$ cat src/amhpf_pkg.sv
package amhpf_pkg;

  // Defaults for the top-level parameters.
  localparam int DEFAULT_WINDOW_SIZE  = 512;
  localparam int DEFAULT_SAMPLE_WIDTH = 16;

  // Fixed field widths of the result and of the coefficient register.
  localparam int ALPHA_W   = 16;
  localparam int MAG_W     = 24;
  localparam int FILT_W    = 25;
  localparam int POS_OUT_W = 9;
  localparam int FRAC_W    = 8;

  // Coefficient after reset, about 0.091 in unsigned 0.16.
  localparam logic [ALPHA_W-1:0] ALPHA_RESET = 16'd5964;

  // Magnitude saturation limit.
  localparam logic [MAG_W-1:0] MAG_MAX = '1;

  // Depth of the queue between the front and the back end.
  localparam int QUEUE_DEPTH = 2;

  // Window bookkeeping that travels with each sample.
  typedef struct packed {
    logic [POS_OUT_W-1:0] position;
    logic                 last;
  } amhpf_tag_t;

  // Push request from the front end into the queue.
  typedef struct packed {
    logic       valid;
    amhpf_tag_t tag;
  } amhpf_push_t;

endpackage

$ cat src/amhpf_front.sv
module amhpf_front
  import amhpf_pkg::*;
#(
  parameter int WINDOW_SIZE  = DEFAULT_WINDOW_SIZE
) (
  input  logic        clk,
  input  logic        rst,
  input  logic        in_valid,
  output logic        in_ready,
  input  logic        queue_full,
  output amhpf_push_t push
);

  localparam int POS_W = $clog2(WINDOW_SIZE);

  logic [POS_W-1:0]   fill_position;
  logic [POS_W+8:0]   pos_ext;
  logic               last;
  logic               accept;

  // A new transaction is taken whenever the queue has room.
  assign in_ready = !queue_full;
  assign accept   = in_valid && in_ready;

  // Classify the sample: its place in the window and whether it closes it.
  assign last    = (fill_position == POS_W'(WINDOW_SIZE - 1));
  assign pos_ext = {{POS_OUT_W{1'b0}}, fill_position};

  assign push.valid        = accept;
  assign push.tag.position = pos_ext[POS_OUT_W-1:0];
  assign push.tag.last     = last;

  // Window fill counter, wrapping after the last sample.
  always_ff @(posedge clk) begin
    if (rst) begin
      fill_position <= '0;
    end else if (accept) begin
      fill_position <= last ? '0 : fill_position + 1'b1;
    end
  end

endmodule

$ cat src/amhpf_queue.sv
module amhpf_queue
  import amhpf_pkg::*;
#(
  parameter int WIDTH = 3 * DEFAULT_SAMPLE_WIDTH + $bits(amhpf_tag_t)
) (
  input  logic             clk,
  input  logic             rst,
  input  logic             push,
  input  logic [WIDTH-1:0] push_data,
  output logic             full,
  output logic             valid,
  input  logic             pop,
  output logic [WIDTH-1:0] pop_data
);

  localparam int PTR_W = (QUEUE_DEPTH > 1) ? $clog2(QUEUE_DEPTH) : 1;

  logic [WIDTH-1:0] entries [QUEUE_DEPTH];
  logic [PTR_W-1:0] wr_ptr;
  logic [PTR_W-1:0] rd_ptr;
  logic [PTR_W:0]   count;
  logic             do_push;
  logic             do_pop;

  assign full     = (count == (PTR_W + 1)'(QUEUE_DEPTH));
  assign valid    = (count != '0);
  assign do_push  = push && !full;
  assign do_pop   = pop && valid;
  assign pop_data = entries[rd_ptr];

  // Entry storage.
  always_ff @(posedge clk) begin
    if (do_push) begin
      entries[wr_ptr] <= push_data;
    end
  end

  // Pointers and fill count.
  always_ff @(posedge clk) begin
    if (rst) begin
      wr_ptr <= '0;
      rd_ptr <= '0;
      count  <= '0;
    end else begin
      if (do_push) begin
        wr_ptr <= (wr_ptr == PTR_W'(QUEUE_DEPTH - 1)) ? '0 : wr_ptr + 1'b1;
      end
      if (do_pop) begin
        rd_ptr <= (rd_ptr == PTR_W'(QUEUE_DEPTH - 1)) ? '0 : rd_ptr + 1'b1;
      end
      if (do_push && !do_pop) begin
        count <= count + 1'b1;
      end else if (do_pop && !do_push) begin
        count <= count - 1'b1;
      end
    end
  end

endmodule

$ cat src/amhpf_back.sv
module amhpf_back
  import amhpf_pkg::*;
#(
  parameter int SAMPLE_WIDTH = DEFAULT_SAMPLE_WIDTH
) (
  input  logic                    clk,
  input  logic                    rst,
  input  logic                    cfg_write_en,
  input  logic [ALPHA_W-1:0]      cfg_write_data,
  input  logic                    q_valid,
  output logic                    q_pop,
  input  logic [SAMPLE_WIDTH-1:0] q_x,
  input  logic [SAMPLE_WIDTH-1:0] q_y,
  input  logic [SAMPLE_WIDTH-1:0] q_z,
  input  amhpf_tag_t              q_tag,
  output logic                    out_valid,
  input  logic                    out_ready,
  output logic [FILT_W-1:0]       filtered_sample,
  output logic [MAG_W-1:0]        vector_magnitude,
  output logic [POS_OUT_W-1:0]    window_position,
  output logic                    window_last
);

  localparam int SW    = SAMPLE_WIDTH;
  localparam int SUMW  = 2 * SW;
  localparam int RADW  = SUMW + 2 * FRAC_W;
  localparam int RW    = SW + FRAC_W;
  localparam int CNT_W = $clog2(RW);
  localparam int SUM_W = FILT_W + 2;
  localparam int PROD_W = SUM_W + ALPHA_W + 1;
  localparam int FR_W  = PROD_W - ALPHA_W;

  localparam logic signed [FR_W-1:0] FILT_HI = FR_W'(16777215);
  localparam logic signed [FR_W-1:0] FILT_LO = -(FR_W'(16777216));

  typedef enum logic [5:0] {
    ST_IDLE   = 6'b000001,
    ST_SQUARE = 6'b000010,
    ST_ROOT   = 6'b000100,
    ST_SUM    = 6'b001000,
    ST_MUL    = 6'b010000,
    ST_SAT    = 6'b100000
  } state_t;

  state_t                    state;
  logic [ALPHA_W-1:0]        filter_alpha;
  logic [SW-1:0]             smp_x;
  logic [SW-1:0]             smp_y;
  logic [SW-1:0]             smp_z;
  amhpf_tag_t                tag;
  logic [CNT_W-1:0]          cnt;
  logic [SUMW-1:0]           acc;
  logic [RADW-1:0]           rad;
  logic [RW+1:0]             rem;
  logic [RW-1:0]             root;
  logic [MAG_W-1:0]          mag;
  logic signed [SUM_W-1:0]   sum;
  logic signed [PROD_W-1:0]  prod;
  logic [MAG_W-1:0]          previous_magnitude;
  logic [FILT_W-1:0]         previous_filtered;

  logic [SW-1:0]             sel;
  logic [SW-1:0]             sel_abs;
  logic [SUMW-1:0]           sq;
  logic [SUMW-1:0]           acc_add;
  logic [RW+3:0]             rem_sh;
  logic [RW+3:0]             trial;
  logic [RW+3:0]             diff;
  logic                      ge;
  logic [RW+MAG_W-1:0]       root_ext;
  logic [MAG_W-1:0]          mag_sat;
  logic signed [FR_W-1:0]    filt_raw;
  logic [FILT_W-1:0]         filt_sat;
  logic                      out_free;

  // Square of one axis per cycle on a shared multiplier.
  always_comb begin
    case (cnt[1:0])
      2'd0:    sel = smp_x;
      2'd1:    sel = smp_y;
      default: sel = smp_z;
    endcase
  end
  assign sel_abs = sel[SW-1] ? (~sel + 1'b1) : sel;
  assign sq      = sel_abs * sel_abs;
  assign acc_add = acc + sq;

  // One root digit per cycle, restoring method.
  assign rem_sh = {rem, rad[RADW-1 -: 2]};
  assign trial  = {2'b00, root, 2'b01};
  assign ge     = (rem_sh >= trial);
  assign diff   = rem_sh - trial;

  // Magnitude saturation to the 24-bit field.
  assign root_ext = {{MAG_W{1'b0}}, root};
  assign mag_sat  = (root_ext > {{RW{1'b0}}, MAG_MAX}) ? MAG_MAX : root_ext[MAG_W-1:0];

  // Shift down with rounding toward minus infinity, then saturate.
  assign filt_raw = prod[PROD_W-1:ALPHA_W];
  always_comb begin
    if (filt_raw > FILT_HI) begin
      filt_sat = FILT_HI[FILT_W-1:0];
    end else if (filt_raw < FILT_LO) begin
      filt_sat = FILT_LO[FILT_W-1:0];
    end else begin
      filt_sat = filt_raw[FILT_W-1:0];
    end
  end

  assign out_free = !out_valid || out_ready;
  assign q_pop    = (state == ST_IDLE) && q_valid;

  // Coefficient register.
  always_ff @(posedge clk) begin
    if (rst) begin
      filter_alpha <= ALPHA_RESET;
    end else if (cfg_write_en) begin
      filter_alpha <= cfg_write_data;
    end
  end

  // Sequencer and filter state.
  always_ff @(posedge clk) begin
    if (rst) begin
      state              <= ST_IDLE;
      previous_magnitude <= '0;
      previous_filtered  <= '0;
    end else begin
      case (state)
        ST_IDLE: begin
          if (q_valid) begin
            state <= ST_SQUARE;
          end
        end
        ST_SQUARE: begin
          if (cnt == CNT_W'(2)) begin
            state <= ST_ROOT;
          end
        end
        ST_ROOT: begin
          if (cnt == CNT_W'(RW - 1)) begin
            state <= ST_SUM;
          end
        end
        ST_SUM: begin
          state <= ST_MUL;
        end
        ST_MUL: begin
          state <= ST_SAT;
        end
        ST_SAT: begin
          if (out_free) begin
            previous_magnitude <= mag;
            previous_filtered  <= filt_sat;
            state              <= ST_IDLE;
          end
        end
        default: begin
          state <= ST_IDLE;
        end
      endcase
    end
  end

  // Datapath registers.
  always_ff @(posedge clk) begin
    case (state)
      ST_IDLE: begin
        smp_x <= q_x;
        smp_y <= q_y;
        smp_z <= q_z;
        tag   <= q_tag;
        cnt   <= '0;
        acc   <= '0;
      end
      ST_SQUARE: begin
        acc <= acc_add;
        if (cnt == CNT_W'(2)) begin
          rad  <= {acc_add, {(2 * FRAC_W){1'b0}}};
          rem  <= '0;
          root <= '0;
          cnt  <= '0;
        end else begin
          cnt <= cnt + 1'b1;
        end
      end
      ST_ROOT: begin
        rad  <= rad << 2;
        rem  <= ge ? diff[RW+1:0] : rem_sh[RW+1:0];
        root <= {root[RW-2:0], ge};
        cnt  <= cnt + 1'b1;
      end
      ST_SUM: begin
        mag <= mag_sat;
        sum <= $signed({{2{previous_filtered[FILT_W-1]}}, previous_filtered})
             + $signed({2'b00, 1'b0, mag_sat})
             - $signed({2'b00, 1'b0, previous_magnitude});
      end
      ST_MUL: begin
        prod <= sum * $signed({1'b0, filter_alpha});
      end
      default: begin
      end
    endcase
  end

  // Output register: the result holds until the receiver takes it.
  always_ff @(posedge clk) begin
    if (rst) begin
      out_valid <= 1'b0;
    end else if (state == ST_SAT && out_free) begin
      out_valid <= 1'b1;
    end else if (out_ready) begin
      out_valid <= 1'b0;
    end
  end

  always_ff @(posedge clk) begin
    if (state == ST_SAT && out_free) begin
      filtered_sample  <= filt_sat;
      vector_magnitude <= mag;
      window_position  <= tag.position;
      window_last      <= tag.last;
    end
  end

endmodule

$ cat src/accel_magnitude_highpass_framer_core.sv
// Accelerometer magnitude high-pass framer.
// Input channel (in_valid/in_ready) takes one three-axis sample per
// transaction; the output channel (out_valid/out_ready) gives one result per
// sample: the 16.8 vector magnitude, the high-passed magnitude in signed 16.8
// with saturation, and the sample's window position with a last flag.
// The coefficient filter_alpha (unsigned 0.16) is written through
// cfg_write_en/cfg_write_data; the user must write it only while the block
// is idle, and the block itself does not enforce this. From the queue to the
// output register a sample is squared axis by axis on the shared multiplier,
// goes through the square root at one digit per cycle, then through the sum,
// multiply and saturate stages. The back end works on one sample at a time
// and takes the next from the queue only when idle. A two-entry queue takes
// new samples while the back end works or while a result waits; in_ready
// drops only when that queue is full. A stalled receiver holds the result in
// the output register and the back end waits. Reset (rst, synchronous)
// empties the queue, clears the filter history and the window counter, and
// loads the coefficient default of about 0.091.
module accel_magnitude_highpass_framer_core
  import amhpf_pkg::*;
#(
  parameter int WINDOW_SIZE  = DEFAULT_WINDOW_SIZE,
  parameter int SAMPLE_WIDTH = DEFAULT_SAMPLE_WIDTH
) (
  input  logic                    clk,
  input  logic                    rst,
  input  logic                    cfg_write_en,
  input  logic [ALPHA_W-1:0]      cfg_write_data,
  input  logic                    in_valid,
  output logic                    in_ready,
  input  logic [SAMPLE_WIDTH-1:0] accel_x,
  input  logic [SAMPLE_WIDTH-1:0] accel_y,
  input  logic [SAMPLE_WIDTH-1:0] accel_z,
  output logic                    out_valid,
  input  logic                    out_ready,
  output logic [FILT_W-1:0]       filtered_sample,
  output logic [MAG_W-1:0]        vector_magnitude,
  output logic [POS_OUT_W-1:0]    window_position,
  output logic                    window_last
);

  localparam int SW   = SAMPLE_WIDTH;
  localparam int TAGW = $bits(amhpf_tag_t);
  localparam int QW   = 3 * SW + TAGW;

  amhpf_push_t    push;
  logic           queue_full;
  logic           q_valid;
  logic           q_pop;
  logic [QW-1:0]  push_data;
  logic [QW-1:0]  pop_data;
  amhpf_tag_t     q_tag;

  // Front end: handshake and window classification.
  amhpf_front #(
    .WINDOW_SIZE (WINDOW_SIZE)
  ) u_front (
    .clk        (clk),
    .rst        (rst),
    .in_valid   (in_valid),
    .in_ready   (in_ready),
    .queue_full (queue_full),
    .push       (push)
  );

  assign push_data = {push.tag, accel_z, accel_y, accel_x};

  // Queue decoupling front and back end.
  amhpf_queue #(
    .WIDTH (QW)
  ) u_queue (
    .clk       (clk),
    .rst       (rst),
    .push      (push.valid),
    .push_data (push_data),
    .full      (queue_full),
    .valid     (q_valid),
    .pop       (q_pop),
    .pop_data  (pop_data)
  );

  assign q_tag = pop_data[QW-1 -: TAGW];

  // Back end: magnitude, filter and output register.
  amhpf_back #(
    .SAMPLE_WIDTH (SAMPLE_WIDTH)
  ) u_back (
    .clk              (clk),
    .rst              (rst),
    .cfg_write_en     (cfg_write_en),
    .cfg_write_data   (cfg_write_data),
    .q_valid          (q_valid),
    .q_pop            (q_pop),
    .q_x              (pop_data[SW-1:0]),
    .q_y              (pop_data[2*SW-1:SW]),
    .q_z              (pop_data[3*SW-1:2*SW]),
    .q_tag            (q_tag),
    .out_valid        (out_valid),
    .out_ready        (out_ready),
    .filtered_sample  (filtered_sample),
    .vector_magnitude (vector_magnitude),
    .window_position  (window_position),
    .window_last      (window_last)
  );

endmodule

$ cat config.mk
export PLATFORM = sky130hd
export DESIGN_NAME = accel_magnitude_highpass_framer_core
export DESIGN_NICKNAME = d
export VERILOG_FILES = /design/src/amhpf_pkg.sv /design/src/amhpf_front.sv /design/src/amhpf_queue.sv /design/src/amhpf_back.sv /design/src/accel_magnitude_highpass_framer_core.sv
export SDC_FILE = /design/constraint.sdc
export NUM_CORES = 2
export LEC_CHECK = 0
export BUFFER_PORTS_ARGS = -buffer_cell sky130_fd_sc_hd__buf_2
export CORE_MARGIN = 5
export CORE_UTILIZATION = 62
export CTS_CLUSTER_SIZE = 12
export DETAILED_ROUTE_END_ITERATION = 10
export PLACE_DENSITY = 0.81
export SLEW_MARGIN = 20
export SYNTH_ARGS = -nofsm -noshare
export SYNTH_HDL_FRONTEND = slang
export SYNTH_SLANG_ARGS = --single-unit
$ cat constraint.sdc
create_clock -name clk -period 21.2 [get_ports clk]
set_clock_uncertainty 0.2 [all_clocks]
set_input_delay 1.06 -clock clk [delete_from_list [all_inputs] [get_ports clk]]
set_output_delay 1.06 -clock clk [all_outputs]
set_load 0.05 [all_outputs]
==> flow_metrics.tcl <==
set metrics [dict create \
    synth_ff_type "edfxtp_1" \
    clock_latency_ns 0.64 \
    critPathLaunchType "flip-flop" \
    period_share 0.484 \
    synth_top_area_frac 0.283 \
    num_rows 99 \
    vias 31010 \
    async_flop_share 0 \
    start_util 0.626 \
    setup_tns_ns 0 \
    grt_overflow 0 \
    grt.total_usage 0.263 \
    maxSlewHeadroom 0.229 \
    tightestPinTransition_ns 1.15 \
    synthTopCellsByCount "inv_1 (860), fa_1 (613), nand2_1 (484)" \
    status "finished, final reports clean" \
    worstPathRequired_ns 21.50 \
    fp.coreArea_um2 73100 \
    grt_max_degree 82 \
    worst-r2r-cell-count 31 \
    holdBufCountCts 0 \
    syn_area_um2 45700 \
    min_period_ns 10.27 \
    setup_viol 0 \
    seq_area_frac_synth 0.320 \
    place_congestion 0.953 \
    drv_cap 0 \
    rsz0062_at_grt "no" \
    yosysWarnings 0 \
    synth_area_leaders "edfxtp_1 (28%), fa_1 (27%), ha_1 (7.8%)" \
    fp.dieW_um 282 \
    clock_path_buffers 3 \
    synthDistinctLibCells 80 \
    path_common_cell "fa_1" \
    clkSlewWorstSetupHoldPaths_ns 0.06 \
    cts_inserted_buffers 54 \
    ant_nets 0 \
    diodes 0 \
    synth_most_common_cell "inv_1" \
    synth-seq-cells 516 \
    postCtsSetupRepairBufs 0 \
    dpl_cell_area_um2 47200 \
    worstSetupPathType "reg2reg" \
    die_h_um 282 \
    synth_edf_count 431 \
    cp_slowest_cell "a21o_1" \
    fin_area_um2 48900 \
    drt_iter0_markers 2516 \
    post-dp-hpwl_mm 77.5 \
    final_hold_viol_count 0 \
    first_global_vias 32393 \
    syn_to_final_growth_pct 7.04 \
    synth_area_per_cell_um2 10.4 \
    whs_path_depth 0 \
    critPathMaxStageDelay_ns 0.54 \
    routed_wl_mm 102 \
    hold_path.class "reg2reg" \
    io-pin-count 130 \
    cts_resized 0 \
    synth_cells 4399 \
    nFillCells 5330 \
    clock-sinks 516 \
    grt_pass1_wl_mm 168 \
    crit_path_end_kind "flip-flop" \
    wl_per_cell_um 18.7 \
    cp_max_fo 17 \
    synth_top_cell_by_area "edfxtp_1" \
    cts_tree "yes" \
    drive_above_1_share 0.0748 \
    ctsHtreeMaxLevel 2 \
    finalMaxSlewViolations 0 \
    antenna_found_initial 3 \
    drcViolationCount 0 \
    die_area_um2 79300 \
    clock.fmax_ghz 0.0974 \
    root_buffer "clkbuf_16" \
    io_buffers 129 \
    nets 5412 \
    via_per_inst 5.69 \
    critPathArrivalTime_ns 10.57 \
    firstDrtPassIters 7 \
]
## cell families (layout without fill, tap and decap cells)
family,Yosys count,after routing,share of synthesized area
other,2,10,0.000164
muxes,93,93,0.0219
xor gates and xnor gates,156,156,0.0305
AOI/OAI and AO/OA,564,564,0.0795
DFF,516,516,0.320
adders and majority gates,899,899,0.347
and+or+nand+nor,1118,1118,0.114
buffers and inverters,1051,1134,0.0873
## stage by stage
step / util / cells / hold slack [ns] / worst slack [ns]
final: 0.670 / 5449 / 0.224 / 10.93
after CTS: 0.669 / 5449 / 0.222 / 11.03
after global routing: 0.670 / 5449 / 0.228 / 10.32
after detailed placement: 0.645 / 5347 / 0.211 / 11.08
after global placement: 0.645 / 5347 / 0.207 / 11.44
after floorplan: - / 4407 / 0.200 / 12.67
## worst max-delay path: cells and delay by family (launching register included)
kind / cells / cell delay, ns
and+or+nand+nor: 8 / 1.79
DFF: 1 / 0.45
adders and majority gates: 9 / 4.27
buffers and inverters: 7 / 0.80
xor gates and xnor gates: 1 / 0.50
AOI/OAI and AO/OA: 6 / 2.10
## routing by layer
layer	routed length (µm)	vias to the layer above	global-route usage
met2	49200	1197	0.438
met1	41700	15471	0.370
met4	2370	2	0.0581
met3	8560	195	0.0445
met5	17	-	0
li1	-	14145	-
## registers in the layout (all words and copies together), names as in the netlist, 24 cells and up
name and cells:
u_back.rem 26, u_back.previous_filtered 25, u_back.rad 32, u_back.vector_magnitude 24, u_queue.entries 116, u_back.filtered_sample 25, u_back.acc 32, u_back.prod 28
u_back.mag 24, u_back.sum 27, u_back.root 24, u_back.previous_magnitude 24
## cell type report
cell class / instances / area, µm² / area share
clock inverter: 16 / 240 / 0.00491
clock buffer: 86 / 1530 / 0.0313
inverter: 873 / 3280 / 0.0671
sequential: 516 / 14600 / 0.299
timing repair buffer: 159 / 871 / 0.0178
tap: 959 / 1200 / 0.0245
multi-input combinational: 2840 / 27200 / 0.555
## cells in the final DEF, fill, tap and decap left out, types with 61 or more instances in the layout
| cell type | count |
|---|---|
| a21oi_1 | 177 |
| ha_1 | 286 |
| fa_1 | 613 |
| nand2_1 | 484 |
| o21ai_0 | 107 |
| nor2_1 | 223 |
| edfxtp_1 | 431 |
| xnor2_1 | 94 |
| and2_1 | 176 |
| inv_1 | 859 |
| buf_2 | 129 |
| a21o_1 | 63 |
| dfxtp_1 | 84 |
| nand3_1 | 61 |
## path summary, 6_finish.rpt
kind,slack [ns],to,start
setup / recovery,10.93,u_back.acc[29],u_back.cnt[0]
hold / removal,0.22,u_back.window_position[7],u_back.tag[8]
setup reg to reg,10.93,u_back.acc[29],u_back.cnt[0]
hold reg to reg,0.22,u_back.window_position[7],u_back.tag[8]
Power is left out: the tool's default activity adds up to more than one toggle a clock period on the data nets, which glitch-free logic cannot reach.
